===== config.mk =====
export PLATFORM = sky130hd
export DESIGN_NAME = txc_ctrl
export DESIGN_NICKNAME = d
export VERILOG_FILES = /design/src/design/txc_pkg.sv /design/src/design/txc_ctrl.sv
export SDC_FILE = /design/constraint.sdc
export NUM_CORES = 1
export LEC_CHECK = 0
export BUFFER_PORTS_ARGS = -buffer_cell sky130_fd_sc_hd__buf_2
export CAP_MARGIN = 20
export CORE_AREA = 2 2 39 41
export DETAILED_ROUTE_END_ITERATION = 10
export DIE_AREA = 0 0 41 43
export GPL_ROUTABILITY_DRIVEN = 1
export PLACE_DENSITY = 0.53
export SLEW_MARGIN = 20
export SYNTH_ARGS = -nofsm -noshare
export SYNTH_HDL_FRONTEND = slang
export SYNTH_SLANG_ARGS = --single-unit
export TNS_END_PERCENT = 10

===== constraint.sdc =====
create_clock -name clk -period 2.9 [get_ports clk]
set_input_delay 0.145 -clock clk [delete_from_list [all_inputs] [get_ports clk]]
set_output_delay 0.145 -clock clk [all_outputs]
set_load 0.01 [all_outputs]

===== src/design/txc_pkg.sv =====
package txc_pkg;

    // Defaults for the top-level parameters
    localparam int GLYPH_ROWS_DEF  = 16;
    localparam int CELL_PITCH_DEF  = 9;
    localparam int GLYPH_COUNT_DEF = 256;

    // Field widths
    localparam int OP_W    = 2;
    localparam int CODE_W  = 8;
    localparam int GROW_W  = 4;
    localparam int MASK_W  = 8;
    localparam int COLOR_W = 24;
    localparam int COORD_W = 12;
    localparam int DIM_W   = 13;
    localparam int COL_W   = 9;
    localparam int LINE_W  = 8;

    // Configuration port
    localparam int PADDR_W = 3;
    localparam int PDATA_W = 32;
    localparam logic REG_SCREEN_WIDTH  = 1'b0;
    localparam logic REG_SCREEN_HEIGHT = 1'b1;
    localparam logic [DIM_W-1:0] SCREEN_WIDTH_RST  = 13'd640;
    localparam logic [DIM_W-1:0] SCREEN_HEIGHT_RST = 13'd480;

    // Input operations
    localparam logic [OP_W-1:0] OP_PRINT = 2'd0;
    localparam logic [OP_W-1:0] OP_LOAD  = 2'd1;
    localparam logic [OP_W-1:0] OP_HOME  = 2'd2;

    // Result kinds
    localparam logic KIND_ROW   = 1'b0;
    localparam logic KIND_CLEAR = 1'b1;

    localparam logic [CODE_W-1:0] NEWLINE_CODE = 8'd10;

    typedef enum logic [1:0] {
        ST_IDLE,
        ST_CLEAR,
        ST_CLEAR_NL,
        ST_ROWS
    } state_t;

    typedef struct packed {
        logic sel_input;    // font read address follows the input char_code
        logic font_write;
        logic home;
        logic start_print;
        logic emit_clear;
        logic clear_last;
        logic emit_row;
    } cmd_t;

    typedef struct packed {
        logic [OP_W-1:0] op;
        logic            newline;
        logic            move;
        logic            clear_due;
        logic            last_row;
        logic            out_free;
    } stat_t;

endpackage


===== src/design/txc_ctrl.sv =====
module txc_ctrl (
    input  logic           clk,
    input  logic           rst_n,
    input  logic           in_valid,
    output logic           in_ready,
    input  txc_pkg::stat_t stat,
    output txc_pkg::cmd_t  cmd
);
    import txc_pkg::*;

    state_t state_reg, state_next;

    always_ff @(posedge clk or negedge rst_n)
    begin
        if (!rst_n)
        begin
            state_reg <= ST_IDLE;
        end
        else
        begin
            state_reg <= state_next;
        end
    end

    always_comb
    begin
        state_next = state_reg;
        cmd        = '0;
        in_ready   = 1'b0;
        case (state_reg)
            ST_IDLE:
            begin
                in_ready      = 1'b1;
                cmd.sel_input = 1'b1;
                if (in_valid)
                begin
                    case (stat.op)
                        OP_LOAD: cmd.font_write = 1'b1;
                        OP_HOME: cmd.home = 1'b1;
                        OP_PRINT:
                        begin
                            cmd.start_print = 1'b1;
                            if (stat.newline)
                            begin
                                if (stat.clear_due)
                                begin
                                    state_next = ST_CLEAR_NL;
                                end
                            end
                            else if (stat.move && stat.clear_due)
                            begin
                                state_next = ST_CLEAR;
                            end
                            else
                            begin
                                state_next = ST_ROWS;
                            end
                        end
                        default: ;
                    endcase
                end
            end
            ST_CLEAR:
            begin
                if (stat.out_free)
                begin
                    cmd.emit_clear = 1'b1;
                    state_next     = ST_ROWS;
                end
            end
            ST_CLEAR_NL:
            begin
                if (stat.out_free)
                begin
                    cmd.emit_clear = 1'b1;
                    cmd.clear_last = 1'b1;
                    state_next     = ST_IDLE;
                end
            end
            ST_ROWS:
            begin
                if (stat.out_free)
                begin
                    cmd.emit_row = 1'b1;
                    if (stat.last_row)
                    begin
                        state_next = ST_IDLE;
                    end
                end
            end
            default: state_next = ST_IDLE;
        endcase
    end
endmodule


==> impl_metrics.ini <==
[clocking]
cts_sinks = 2
numCtsBuffers = 3
root_buffer = clkbuf_4
clkTransAtPathRegs_ns = 0.03
cts_resized = 0
clock_latency_ns = 0.22
cts_hold_buf = 1
tritoncts = done
cts_setup_buffers = 0
h-tree-depth = 1
cts.path.max_buffers = 2

[die]
die_area_um2 = 1760
initial_core_util = 0.207
row_count = 14
die_w_um = 41
coreArea_um2 = 1380
io_pins = 18
chipHeight_um = 43

[setup_path]
cp.required_ns = 3.00
critPathLaunchType = flop
critPathKind = reg -> reg
rrSetupSlack_ns = 1.33
end_kind = flop
rr_worst_depth = 5
arrival_ns = 1.66
r2r-start = state_reg[0]$_DFFE_PN0P_
cp_max_fo = 4
worst_r2r_endpoint = state_reg[0]$_DFFE_PN0P_

[synth]
ys_ff_latch = 2
synthSimpleGateAreaFrac = 0.293
synth_cell_types = 20
synth_edf_count = 0
synth_compound_gate_area_share = 0.236
synth_top_area_share = 0.218
syn-cell-area_um2 = 287
ys_top_cells_by_count = ha_1 (5), inv_1 (4), and2_1 (3), dfrtp_1 (2), o2bb2ai_1 (2)
post_synth.cell_area_avg_um2 = 9.24
ys.warnings.count = 0
ys.flop_type = dfrtp_1
synth_xor_xnor_area_share = 0
ys_seq_area_frac = 0.175
syn_inst = 31
synth_fp_nets = 46
synth_largest_area_cell = ha_1
synth_mux_area_frac = 0
synthTopCellsByArea = ha_1 (22%), dfrtp_1 (17%), and2_1 (6.6%)
synthAdderAreaFrac = 0.218
synth_top_family_by_area = simple AND/OR/NAND/NOR gates
async_flop_share = 1.00
synth_most_common_cell = ha_1

[timing]
finalSetupViolCount = 0
tightest_slew_ns = 0.261
fin_hold_ws_ns = 0.240
setup_tns_ns = 0
relSlewSlack = 0.825
slew_violations = 0
hold_viol_final = 0
rsz0062_at_grt = no
period_share = 0.540
min_period_ns = 1.57
fin_worst_skew_ns = 0.00340
fmax_ghz = 0.638

[cells_and_area]
fillers = 149
n_antenna_cell = 0
drive_above_1_share = 0.471
area_delta_synth_final_pct = 45.4
largest_reg_flops = 2
nets = 68

[global_routing]
grt_pass1_wl_um = 959
grt_start_max_net_pins = 9
grt_usage = 0.0854
grt_pass1_vias = 264
grt_remaining_overflow = 0
antenna_found_initial = 0

[place]
gp_congestion = 0.635
port_buffers = 17
hpwl_um = 511

[pwr]
p_int_mw = 0.188
vdd_drop_max_mv = 0.306
sw_frac_of_total = 0.419
power.net_switching_mw = 0.136
p_seq_frac = 0.169
clkPwrFrac = 0.187
p_leak_nw = 0.233
comb_power_share = 0.644
cellPowerDensity_nw_per_um2 = 778

[min_path]
min_path_type = in -> async

[detailed_routing]
avgViaCountPerCell = 4.24
firstDrtPassIters = 2
wl_per_cell_um = 8.94
wirelength_um = 599
antenna_left = 0
drc = 0
dr_total_vias = 284
drt_iter0_markers = 1

[run_status]
status = finished clean

[flow_run]
max_cap_violations = 0
stage by stage:
step                      cell area [um^2]  std cells  utilization  power (mW)  setup slack [ns]
after CTS                              417         67        0.301       0.332              1.33
after global routing                   417         67        0.301       0.356              1.27
after global placement                 384         63        0.278       0.265              1.34
final                                  417         67        0.301       0.324              1.33
after detailed placement               384         63        0.278       0.266              1.34
after floorplan                        287         31            -       0.211              1.44
critical path: stages (launching register included):
cell and delay, ns:
dfrtp_1 0.38, inv_1 0.09, ha_1 0.23, o21ba_2 0.21
a2111o_1 0.40, o2bb2ai_1 0.14
layout make-up:
cell class,count,area (um^2),area share
Inverter,4,15.0,0.0360
Multi-Input combinational cell,24,214,0.514
Tap cell,16,20.0,0.0480
Clock buffer,3,22.5,0.0541
Sequential cell,2,50.0,0.120
Timing Repair Buffer,18,95.1,0.228
power groups by stage:
stage | Combinational, mW | Sequential, mW | Clock, mW
after global routing | 0.232 | 0.0572 | 0.0663
after detailed placement | 0.211 | 0.0554 | 0
after CTS | 0.212 | 0.0550 | 0.0646
after floorplan | 0.158 | 0.0524 | 0
final | 0.209 | 0.0547 | 0.0605
after global placement | 0.210 | 0.0553 | 0
cell families after synthesis:
logic type | Yosys count
flops | 2
compound gates | 8
buf+inv | 5
simple gates | 11
fa+ha+maj | 5
routing by layer:
layer	routed length (um)	up-vias	GRT usage	share of wire
li1	-	151	-	-
met3	30	0	0.0471	0.050
met2	305	8	0.131	0.51
met1	264	125	0.0806	0.44
met4	0	0	0.0600	0
met5	0	-	0	0
cell usage in the layout (no fill, tap or decap):
cell / n
inv_1: 4
a2111o_1: 1
nor2b_1: 1
dlygate4sd3_1: 1
and3b_1: 1
dfrtp_1: 2
clkbuf_4: 3
ha_1: 5
a21oi_1: 1
or3b_4: 1
a31oi_1: 1
and4b_1: 1
buf_2: 17
o2bb2ai_1: 2
and2_1: 3
a211o_2: 1
a21boi_0: 1
nand3b_1: 1
o21ba_2: 1
nor2_1: 1
nand2b_1: 1
and4b_2: 1
worst max path at each step:
stage	start	end
floorplan	state_reg[0]$_DFFE_PN0P_	state_reg[0]$_DFFE_PN0P_
global placement	state_reg[0]$_DFFE_PN0P_	state_reg[0]$_DFFE_PN0P_
detailed placement	state_reg[0]$_DFFE_PN0P_	state_reg[0]$_DFFE_PN0P_
CTS	state_reg[0]$_DFFE_PN0P_	state_reg[0]$_DFFE_PN0P_
global route	state_reg[0]$_DFFE_PN0P_	state_reg[0]$_DFFE_PN0P_
finish	state_reg[0]$_DFFE_PN0P_	state_reg[0]$_DFFE_PN0P_
(Power assumes the default switching activity.)
