<file path="src/design/txc_pkg.sv">
package txc_pkg;

    // Defaults for the top-level parameters
    localparam int GLYPH_ROWS_DEF  = 16;
    localparam int CELL_PITCH_DEF  = 9;
    localparam int GLYPH_COUNT_DEF = 256;

    // Field widths
    localparam int OP_W    = 2;
    localparam int CODE_W  = 8;
    localparam int GROW_W  = 4;
    localparam int MASK_W  = 8;
    localparam int COLOR_W = 24;
    localparam int COORD_W = 12;
    localparam int DIM_W   = 13;
    localparam int COL_W   = 9;
    localparam int LINE_W  = 8;

    // Configuration port
    localparam int PADDR_W = 3;
    localparam int PDATA_W = 32;
    localparam logic REG_SCREEN_WIDTH  = 1'b0;
    localparam logic REG_SCREEN_HEIGHT = 1'b1;
    localparam logic [DIM_W-1:0] SCREEN_WIDTH_RST  = 13'd640;
    localparam logic [DIM_W-1:0] SCREEN_HEIGHT_RST = 13'd480;

    // Input operations
    localparam logic [OP_W-1:0] OP_PRINT = 2'd0;
    localparam logic [OP_W-1:0] OP_LOAD  = 2'd1;
    localparam logic [OP_W-1:0] OP_HOME  = 2'd2;

    // Result kinds
    localparam logic KIND_ROW   = 1'b0;
    localparam logic KIND_CLEAR = 1'b1;

    localparam logic [CODE_W-1:0] NEWLINE_CODE = 8'd10;

    typedef enum logic [1:0] {
        ST_IDLE,
        ST_CLEAR,
        ST_CLEAR_NL,
        ST_ROWS
    } state_t;

    typedef struct packed {
        logic sel_input;    // font read address follows the input char_code
        logic font_write;
        logic home;
        logic start_print;
        logic emit_clear;
        logic clear_last;
        logic emit_row;
    } cmd_t;

    typedef struct packed {
        logic [OP_W-1:0] op;
        logic            newline;
        logic            move;
        logic            clear_due;
        logic            last_row;
        logic            out_free;
    } stat_t;

endpackage

</file>
<file path="src/design/txc_cfg.sv">
module txc_cfg (
    input  logic                          clk,
    input  logic                          rst_n,
    input  logic                          psel,
    input  logic                          penable,
    input  logic                          pwrite,
    input  logic [txc_pkg::PADDR_W-1:0]   paddr,
    input  logic [txc_pkg::PDATA_W-1:0]   pwdata,
    output logic [txc_pkg::PDATA_W-1:0]   prdata,
    output logic                          pready,
    output logic [txc_pkg::DIM_W-1:0]     screen_width,
    output logic [txc_pkg::DIM_W-1:0]     screen_height
);
    import txc_pkg::*;

    logic [DIM_W-1:0] width_reg, width_next;
    logic [DIM_W-1:0] height_reg, height_next;
    logic             wr_en;
    logic             reg_sel;

    assign reg_sel = paddr[2];
    assign wr_en   = psel && penable && pwrite;

    always_comb
    begin
        width_next  = width_reg;
        height_next = height_reg;
        if (wr_en)
        begin
            case (reg_sel)
                REG_SCREEN_WIDTH:  width_next  = pwdata[DIM_W-1:0];
                REG_SCREEN_HEIGHT: height_next = pwdata[DIM_W-1:0];
                default: ;
            endcase
        end
    end

    always_ff @(posedge clk or negedge rst_n)
    begin
        if (!rst_n)
        begin
            width_reg  <= SCREEN_WIDTH_RST;
            height_reg <= SCREEN_HEIGHT_RST;
        end
        else
        begin
            width_reg  <= width_next;
            height_reg <= height_next;
        end
    end

    assign prdata = (reg_sel == REG_SCREEN_HEIGHT) ? PDATA_W'(height_reg)
                                                   : PDATA_W'(width_reg);
    assign pready        = 1'b1;
    assign screen_width  = width_reg;
    assign screen_height = height_reg;
endmodule

</file>
<file path="config.mk">
export PLATFORM = sky130hd
export DESIGN_NAME = txc_cfg
export DESIGN_NICKNAME = d
export VERILOG_FILES = /design/src/design/txc_pkg.sv /design/src/design/txc_cfg.sv
export SDC_FILE = /design/constraint.sdc
export NUM_CORES = 1
export LEC_CHECK = 0
export ABC_AREA = 1
export BUFFER_PORTS_ARGS = -buffer_cell sky130_fd_sc_hd__buf_2
export CAP_MARGIN = 0
export CELL_PAD_IN_SITES_DETAIL_PLACEMENT = 0
export CELL_PAD_IN_SITES_GLOBAL_PLACEMENT = 1
export CORE_MARGIN = 2
export CORE_UTILIZATION = 25
export CTS_CLUSTER_SIZE = 10
export DETAILED_ROUTE_END_ITERATION = 6
export PLACE_DENSITY = 0.82
export SETUP_SLACK_MARGIN = 0.4
export SYNTH_ARGS = -nofsm -noshare
export SYNTH_HDL_FRONTEND = slang
export SYNTH_SLANG_ARGS = --single-unit
</file>
<file path="constraint.sdc">
create_clock -name clk -period 0.94 [get_ports clk]
set_input_delay 0 -clock clk [delete_from_list [all_inputs] [get_ports clk]]
set_output_delay 0 -clock clk [all_outputs]
set_load 0.02 [all_outputs]
</file>
==> results of run 1 <==
## cell type report
type | instances | area, µm² | area share (%)
clock buffers | 4 | 55.05 | 2.545
inverters | 2 | 12.51 | 0.5784
multi-input cells | 141 | 684.4 | 31.64
flip-flops and latches | 26 | 683.2 | 31.58
well taps | 72 | 90.09 | 4.164
repair buffers | 68 | 638.1 | 29.50
## cell families (layout without fill, tap and decap cells)
logic type    Yosys count  count (layout)  share of synthesized area [%]
simple gates          121             121                          36.36
buf+inv                31              74                          15.75
other cells             2              20                         0.5403
flops                  26              26                          47.34
## cells in the mapped netlist (all sizes together)
| master | instances |
|---|---|
| inv | 2 |
| dfstp | 6 |
| buf | 28 |
| nand3 | 26 |
| nand2 | 92 |
| nand4 | 2 |
| clkbuf | 1 |
| conb | 2 |
| nor2 | 1 |
| dfrtp | 20 |
## final timing paths
check | cells past startpoint | to | startpoint
max in group asynchronous | 1 | screen_width[12] | rst_n
hold reg to reg | 2 | screen_height[8] | screen_height[8]
setup reg to reg | 3 | screen_height[4] | screen_height[4]
min in group clk | 3 | screen_height[5] | pwdata[5]
setup / recovery | 3 | prdata[7] | screen_width[7]
hold / removal | 1 | screen_width[6] | rst_n
## flip-flops by register name, summed over array words and instances (netlist names)
register / cells
screen_width: 13
screen_height: 13
## power groups by stage
stage | registers [µW] | logic (µW) | clock network, µW
floorplan | 1830 | 620 | 0
global placement | 1570 | 1260 | 0
detailed placement | 1570 | 1280 | 0
CTS | 1610 | 1660 | 754
global route | 1660 | 1900 | 786
finish | 1620 | 1770 | 712
## stage by stage
| stage | setup TNS (ps) | area, µm² |
|---|---|---|
| finish | -716.9 | 2163 |
| global route | -1658 | 2163 |
| detailed placement | 0 | 1763 |
| CTS | -1015 | 2073 |
| global placement | 0 | 1763 |
| floorplan | 0 | 1539 |
## repair_timing
action | CTS | global route
setup endpoints to repair | 65 | 65
setup buffers | 1 | 4
gates resized for setup | 82 | 21
pin swaps | 6 | 6
endpoints found under the hold margin | 46 | 41
## critical path, delay by kind of cell (launching register included)
kind	cells	cell delay [ps]
buf+inv	1	110
flops	1	560
simple gates	2	130
## per-layer routing
layer / GRT usage [%] / wire (µm) / share of wire, %
met1: 14.81 / 1522 / 43
met2: 20.00 / 1810 / 51
met3: 1.954 / 175 / 4.9
met4: 3.684 / 29 / 0.82
met5: 0 / 0 / 0
==> run_results.csv, run 1 <==
group,metric,value,unit
status,status,"complete, but fails checks",
status,violations,"negative hold slack, negative setup slack",
placed_design,port_buffers,57,
cts,htreeDepth,1,
sta,worst_slack,-117.6,ps
worst_setup_path,critical_path_class,"reg -> out",
global_routing,grt_usage,11.63,%
sta,relSlewSlack,61.61,%
cts,clockBufferDepth,2,
cts,clock_sink_count,26,
pwr,p_sw,1496,µW
cts,cts_buffers,3,
route,drt_wl_total,3537,µm
pwr,power.internal,2607,µW
finish,mostFrequentLayoutCell,"nand2_1",
floorplan,num_rows,27,
logic_synthesis,yosysUniqueCellTypes,14,
route,ant_nets,0,
finish,n_antenna_cell,0,
logic_synthesis,synth_top_area_share,36.00,%
finish,layout_common_cells,"nand2_1 (54), buf_6 (40), nand2_2 (38)",
worst_setup_path,critPathMaxStageDelay,560,ps
logic_synthesis,synth_seq_area_share,47.34,%
cts,ctsRootBufferMaster,"clkbuf_8",
logic_synthesis,synth_largest_area_cell,"dfrtp_1",
finish,synthToLayoutAreaGrowth,55.63,%
pwr,pwr-share-comb,43.1,%
finish,fillers,575,
floorplan,initial_core_util,25.56,%
pwr,swShare,36.46,%
finish,post-route-util,39.77,%
pwr,cellPowerDensity,1897,nW/µm²
sta,grt_setup_unrepaired,"true",
global_routing,grt_max_degree,27,
job,drv_cap,0,
floorplan,chipWidth,78.57,µm
placed_design,place_congestion,0.7143,
floorplan,die-area,6172,µm²
worst_setup_path,crit_path_max_fanout,3,
finish,stdcell_count,313,
finish,layout-drive-gt1-share,58.09,%
route,drt-vias-per-instance,4.080,
sta,final.setup_skew,0,ps
route,first_pass_iters,4,
sta,finalCriticalPeriod,1058,ps
worst_setup_path,endpoint_kind,"primary output",
logic_synthesis,yosys-top-cells-area,"dfrtp_1 (36%), nand2_1 (25%), dfstp_2 (11%)",
route,drt-initial-drc-count,66,
global_routing,antenna_found_initial,0,
worst_setup_path,cp_cell_sequence,"nand2_1 > nand2_2 > buf_6",
pwr,clkPwrFrac,17.3,%
pwr,seq_power_share,39.6,%
global_routing,grt_overflow_total,0,
sta,whs,-275.2,ps
sta,setup_violations,15,
cts,cts_tree,"done",
worst_setup_path,start_kind,"flop",
logic_synthesis,yosysWarnings,0,
cts,cts.clk_slew.worst_paths,80,ps
floorplan,die_h,78.57,µm
logic_synthesis,netlist_instances,180,
min_path,min_path_type,"in -> async",
logic_synthesis,synth_area_per_cell,7.723,µm²
logic_synthesis,syn-cell-area,1390,µm²
sta,worstMarginPinSlew,575.9,ps
global_routing,grt_pass1_vias,1172,
route,remaining_drc_errors,0,
sta,drv_slew,0,
logic_synthesis,ys_ff_latch,26,
sta,period_share,112.5,%
sta,hold_viol_final,45,
finish,fin_nets,282,
floorplan,io_pins,99,
worst_setup_path,cp_slowest_cell,"dfstp_2",
placed_design,dp_hpwl,2442,µm
route,vias,1277,
worst_setup_path,critPathRequiredTime,940,ps
floorplan,core,5439,µm²
placed_design,dp.cells,304,
worst_setup_path,arrival,1060,ps
cts,clkLatencyLatePin,270,ps
placed_design,pre_cts_ws,113.4,ps
worst_setup_path,rrSetupSlack,200,ps
global_routing,grt_pass1_wl,5727,µm
pwr,leakage,0.001105,µW
pwr,power.total,4103,µW
route,wire_per_inst,11.30,µm
sta,clock.fmax,945.5,MHz
pwr,irDropWorstVdd,0.6066,mV
No activity file was read; power rests on OpenSTA's default activity.
==> inputs of run 2 (changes only) <==
ABC_AREA = 0   (was 1)
CORE_UTILIZATION = 29   (was 25)
PLACE_DENSITY = 0.85   (was 0.82)
clock period = 1 ns   (was 0.94 ns; I/O delays follow)
==> run 2 against run 1 <==
  * The flow still finishes with violations (negative hold slack, negative setup slack)
  * Clock power shrank 4.1%
  * Design area is 12% higher
  * Critical path type unchanged
  * Worst hold slack better by 2.1 ps
  * Largest cell class is now buffers
  * Largest power group unchanged
==> run_results.csv, run 2 <==
group,metric,value,unit
worst_setup_path,endpoint_kind,"primary output",
job,drv_cap,0,
global_routing,grt_pass1_wl,5299,µm
route,first_pass_iters,3,
floorplan,num_rows,24,
placed_design,port_buffers,57,
cts,clockBufferDepth,2,
cts,clock_sink_count,26,
worst_setup_path,cp_cell_sequence,"mux2_4 > buf_6",
worst_setup_path,critPathMaxStageDelay,420,ps
route,drt-vias-per-instance,4.249,
cts,htreeDepth,1,
finish,fin_nets,226,
pwr,cellPowerDensity,2055,nW/µm²
logic_synthesis,syn-cell-area,1353,µm²
cts,cts_tree,"done",
worst_setup_path,crit_path_max_fanout,2,
global_routing,grt_pass1_vias,1028,
logic_synthesis,synth_largest_area_cell,"dfrtp_1",
sta,worstMarginPinSlew,596.2,ps
placed_design,dp.cells,199,
cts,ctsRootBufferMaster,"clkbuf_8",
pwr,irDropWorstVdd,0.7598,mV
logic_synthesis,synthArstFlopShare,100.0,%
sta,whs,-273.1,ps
logic_synthesis,synth_area_per_cell,14.70,µm²
route,wire_per_inst,14.88,µm
worst_setup_path,start_kind,"flop",
floorplan,initial_core_util,30.64,%
logic_synthesis,yosysMostFrequentCell,"mux2_2",
route,drt-initial-drc-count,22,
logic_synthesis,synth_top_area_share,37.00,%
sta,final.setup_skew,0,ps
finish,stdcell_count,237,
finish,n_antenna_cell,0,
logic_synthesis,ys_ff_latch,26,
logic_synthesis,netlist_instances,92,
route,vias,1007,
sta,worst_slack,-100.7,ps
worst_setup_path,arrival,1100,ps
worst_setup_path,critical_path_class,"reg -> out",
cts,cts_buffers,3,
status,violations,"negative hold slack, negative setup slack",
worst_setup_path,critPathRequiredTime,1000,ps
logic_synthesis,synthFlopType,"dfrtp_1",
placed_design,place_congestion,0.7346,
finish,layout_common_cells,"buf_6 (65), mux2_4 (39), conb_1 (20), dfrtp_2 (20), buf_2 (19)",
route,drt_wl_total,3527,µm
sta,clock.fmax,908.5,MHz
worst_setup_path,reg2reg_to,"screen_width[0]",
global_routing,grt_usage,13.22,%
cts,cts.clk_slew.worst_paths,90,ps
floorplan,die_h,72.30,µm
min_path,min_path_type,"in -> async",
finish,synthToLayoutAreaGrowth,79.46,%
global_routing,grt_max_degree,27,
floorplan,die-area,5227,µm²
sta,hold_viol_final,46,
worst_setup_path,cp_slowest_cell,"dfrtp_2",
worst_setup_path,reg2reg_from,"screen_width[0]",
global_routing,grt_overflow_total,0,
floorplan,io_pins,99,
sta,drv_slew,0,
route,ant_nets,0,
logic_synthesis,yosys-top-cells-area,"dfrtp_1 (37%), mux2_2 (24%), dfstp_2 (12%)",
sta,setup_violations,28,
finish,post-route-util,54.99,%
sta,finalCriticalPeriod,1101,ps
logic_synthesis,yosysWarnings,0,
global_routing,antenna_found_initial,0,
route,remaining_drc_errors,0,
sta,period_share,110.1,%
floorplan,core,4414,µm²
sta,relSlewSlack,60.25,%
worst_setup_path,startpoint,"screen_width[2]",
floorplan,chipWidth,72.30,µm
finish,mostFrequentLayoutCell,"buf_6",
finish,layout-drive-gt1-share,89.19,%
worst_setup_path,rrSetupSlack,-10,ps
worst_setup_path,reg2reg_depth,3,
cts,clkLatencyLatePin,270,ps
logic_synthesis,yosysUniqueCellTypes,10,
sta,grt_setup_unrepaired,"true",
logic_synthesis,synth_common_cells,"mux2_2 (29), buf_4 (21), dfrtp_1 (20)",
sta,tns,-1558,ps
pwr,leakage,0.001278,µW
logic_synthesis,synth-edff-count,0,
logic_synthesis,synth_seq_area_share,48.66,%
status,status,"complete, but fails checks",
==> run 2: cell count changes in the layout (fill, tap and decap cells not counted), moves of 25 or more <==
cell	delta
buf_6	+25
nand2_2	-38
nand3_1	-26
mux2_4	+39
nand2_1	-54
==> run 2: worst max-delay path by stage <==
stage	endpoint	slack, ps
finish	prdata[2]	-100
global route	prdata[6]	-140
CTS	prdata[0]	-100
detailed placement	screen_width[0]	80
global placement	screen_width[2]	90
floorplan	screen_width[0]	180
==> run 2: where the power goes <==
| group | switching (µW) | leakage [µW] | internal (µW) |
|---|---|---|---|
| Sequential | 192 | 0.000281 | 1360 |
| Combinational | 1070 | 0.000968 | 1690 |
| Clock | 331 | 0.0000288 | 352 |
==> run 2: kinds of logic after synthesis <==
family	after synthesis	synth area share, %
flip-flops	26	48.66
AND/OR/NAND/NOR	2	2.682
multiplexers	39	35.24
buffers and inverters	23	12.86
other	2	0.5552
==> run 2: cell type report <==
cell class | instances | area (µm²)
fillers | 376 | 1987
flip-flops and latches | 26 | 683.2
well taps | 52 | 65.06
clock buffers | 4 | 55.05
repair buffers | 94 | 927.1
multi-input cells | 61 | 696.9
==> run 2: metal layers <==
metal,track usage (%),share of wire (%),vias to the layer above
met5,0,0,-
met4,2.516,0.28,0
met3,2.778,4.0,2
met2,23.45,56,32
met1,16.64,40,506
li1,-,-,467
==> run 2: critical path: cells and delay by family, from the launching register on <==
kind | cells | cell delay, ps
flip-flops | 1 | 420
multiplexers | 1 | 280
buffers and inverters | 1 | 130
==> run 2: through the flow <==
stage | total power [µW] | setup WS [ps] | area (µm²)
2_1_floorplan | 2632 | 181.9 | 1505
3_3_place_gp | 3046 | 87.93 | 1729
3_5_place_dp | 3079 | 77.97 | 1729
4_1_cts | 4705 | -97.28 | 2267
5_1_grt | 5260 | -144.1 | 2427
6_report | 4989 | -100.7 | 2427
==> run 2: what timing repair did <==
item,in CTS,in global routing
setup endpoints to repair,65,65
buffers inserted,23,11
hold endpoints to repair,46,46
resized for setup,95,21
==> inputs of run 3 (changes only) <==
CORE_MARGIN = 3   (was 2)
CTS_CLUSTER_SIZE = 28   (was 10)
==> run 3 against run 2 <==
  * The run still ends with negative hold slack, negative setup slack left
  * Flip-flop and latch count unchanged
  * Clock skew unchanged
  * Combinational power down 4%
  * Power down 3.7%
  * Critical path depth unchanged
  * Wire length down 4.1%
  * Critical path type unchanged
  * Highest routed layer is now met3
==> run_results.csv, run 3 (same netlist as run 2, synthesis figures left out) <==
group,metric,value,unit
route,wire_per_inst,14.52,µm
cts,clock_sink_count,26,
route,remaining_drc_errors,0,
worst_setup_path,reg2reg_to,"screen_width[6]",
cts,cts.clk_slew.worst_paths,90,ps
worst_setup_path,critPathRequiredTime,1000,ps
global_routing,antenna_found_initial,0,
pwr,irDropWorstVdd,0.7252,mV
floorplan,initial_core_util,30.64,%
sta,hold_viol_final,46,
finish,layout-drive-gt1-share,88.40,%
floorplan,io_pins,99,
job,drv_cap,0,
sta,relSlewSlack,61.69,%
finish,multi_input_area,681.9,µm²
floorplan,die-area,5520,µm²
sta,final.setup_skew,0,ps
finish,fin_nets,222,
worst_setup_path,arrival,1100,ps
finish,mostFrequentLayoutCell,"buf_6",
finish,synthToLayoutAreaGrowth,74.93,%
route,vias,973,
sta,drv_slew,0,
route,drt-initial-drc-count,20,
global_routing,grt_pass1_vias,1002,
placed_design,dp_hpwl,2104,µm
finish,fillers,385,
placed_design,place_congestion,0.6150,
status,status,"complete, but fails checks",
sta,whs,-281.0,ps
pwr,cellPowerDensity,2030,nW/µm²
finish,final_cell_area,2366,µm²
finish,layout_common_cells,"buf_6 (64), mux2_4 (35), conb_1 (20), buf_2 (20), dfrtp_2 (20)",
floorplan,die_h,74.30,µm
global_routing,grt_max_degree,27,
cts,htreeDepth,1,
cts,ctsRootBufferMaster,"clkbuf_8",
route,drt-vias-per-instance,4.176,
cts,cts_buffers,3,
floorplan,chipWidth,74.30,µm
finish,stdcell_count,233,
pwr,pwr-share-comb,55.1,%
floorplan,core,4414,µm²
pwr,seq_power_share,32.4,%
worst_setup_path,critical_path_class,"reg -> out",
min_path,min_path_type,"in -> async",
global_routing,grt_overflow_total,0,
worst_setup_path,reg2reg_from,"screen_width[6]",
sta,setup_violations,26,
global_routing,grt_usage,11.52,%
pwr,leakage,0.001234,µW
route,drt_wl_total,3383,µm
worst_setup_path,crit_path_max_fanout,3,
route,ant_nets,0,
pwr,clkPwrFrac,12.5,%
placed_design,postPlaceCellArea,1737,µm²
worst_setup_path,start_kind,"flop",
sta,grt_setup_unrepaired,"true",
finish,post-route-util,53.60,%
pwr,p_sw,1558,µW
route,first_pass_iters,4,
status,violations,"negative hold slack, negative setup slack",
sta,finalCriticalPeriod,1099,ps
sta,worst_slack,-99.05,ps
finish,register_area,683.2,µm²
worst_setup_path,endpoint_kind,"primary output",
worst_setup_path,rrSetupSlack,0,ps
worst_setup_path,reg2reg_depth,3,
sta,period_share,109.9,%
floorplan,num_rows,24,
cts,clockBufferDepth,2,
finish,n_antenna_cell,0,
placed_design,dp.cells,200,
pwr,swShare,32.44,%
placed_design,pre_cts_ws,95.81,ps
sta,clock.fmax,909.9,MHz
placed_design,port_buffers,57,
sta,worstMarginPinSlew,574.7,ps
pwr,power.internal,3245,µW
global_routing,grt_pass1_wl,4795,µm
cts,clkLatencyLatePin,260,ps
cts,cts_tree,"done",
[run 3: cell count changes in the layout (fill, tap and decap cells not counted), sizes merged]
cell	change
buf	-4
[run 3: worst max-delay path by stage]
stage / start / end / depth (start not counted)
finish: screen_width[10] / prdata[10] / 2
global route: screen_width[1] / prdata[1] / 2
CTS: screen_width[5] / prdata[5] / 2
detailed placement: paddr[2] / screen_width[3] / 4
global placement: paddr[2] / screen_width[11] / 4
floorplan: screen_width[0] / screen_width[0] / 1
[run 3: per-stage QoR]
step / power (µW) / hold slack (ps) / setup TNS, ps
3_3_place_gp: 3044 / 22.91 / 0
3_5_place_dp: 3076 / 31.26 / 0
6_report: 4803 / -281.0 / -1408
4_1_cts: 4488 / -267.5 / -1232
2_1_floorplan: 2632 / -295.6 / 0
5_1_grt: 5055 / -256.2 / -2421
[run 3: critical path, stage by stage, from the launching register on]
cell and delay, ps:
dfrtp_2 430, mux2_2 270, buf_6 130
[run 3: routing by layer]
metal / routed length (µm) / track usage [%] / part of all wire, %
met1: 1250 / 13.03 / 37
met2: 1968 / 22.34 / 58
met3: 163 / 2.162 / 4.8
met4: 0 / 2.372 / 0
met5: 0 / 0 / 0
[run 3: layout make-up]
| class | instances | share of cell area, % |
|---|---|---|
| timing repair buffer | 90 | 37.65 |
| multi-input combinational | 61 | 28.82 |
| tap | 52 | 2.750 |
| clock buffer | 4 | 1.904 |
| sequential | 26 | 28.87 |
[run 3: power groups by stage]
stage | Sequential (µW) | Clock [µW] | Combinational [µW]
detailed placement | 1550 | 0 | 1520
CTS | 1540 | 626 | 2330
global placement | 1550 | 0 | 1500
global route | 1590 | 689 | 2780
floorplan | 1830 | 0 | 803
finish | 1560 | 600 | 2640
[run 3: what timing repair did]
item | CTS | global route
buffers inserted | 17 | 12
hold endpoints to repair | 46 | 46
gates resized for setup | 86 | 24
endpoints found under the setup margin | 65 | 65
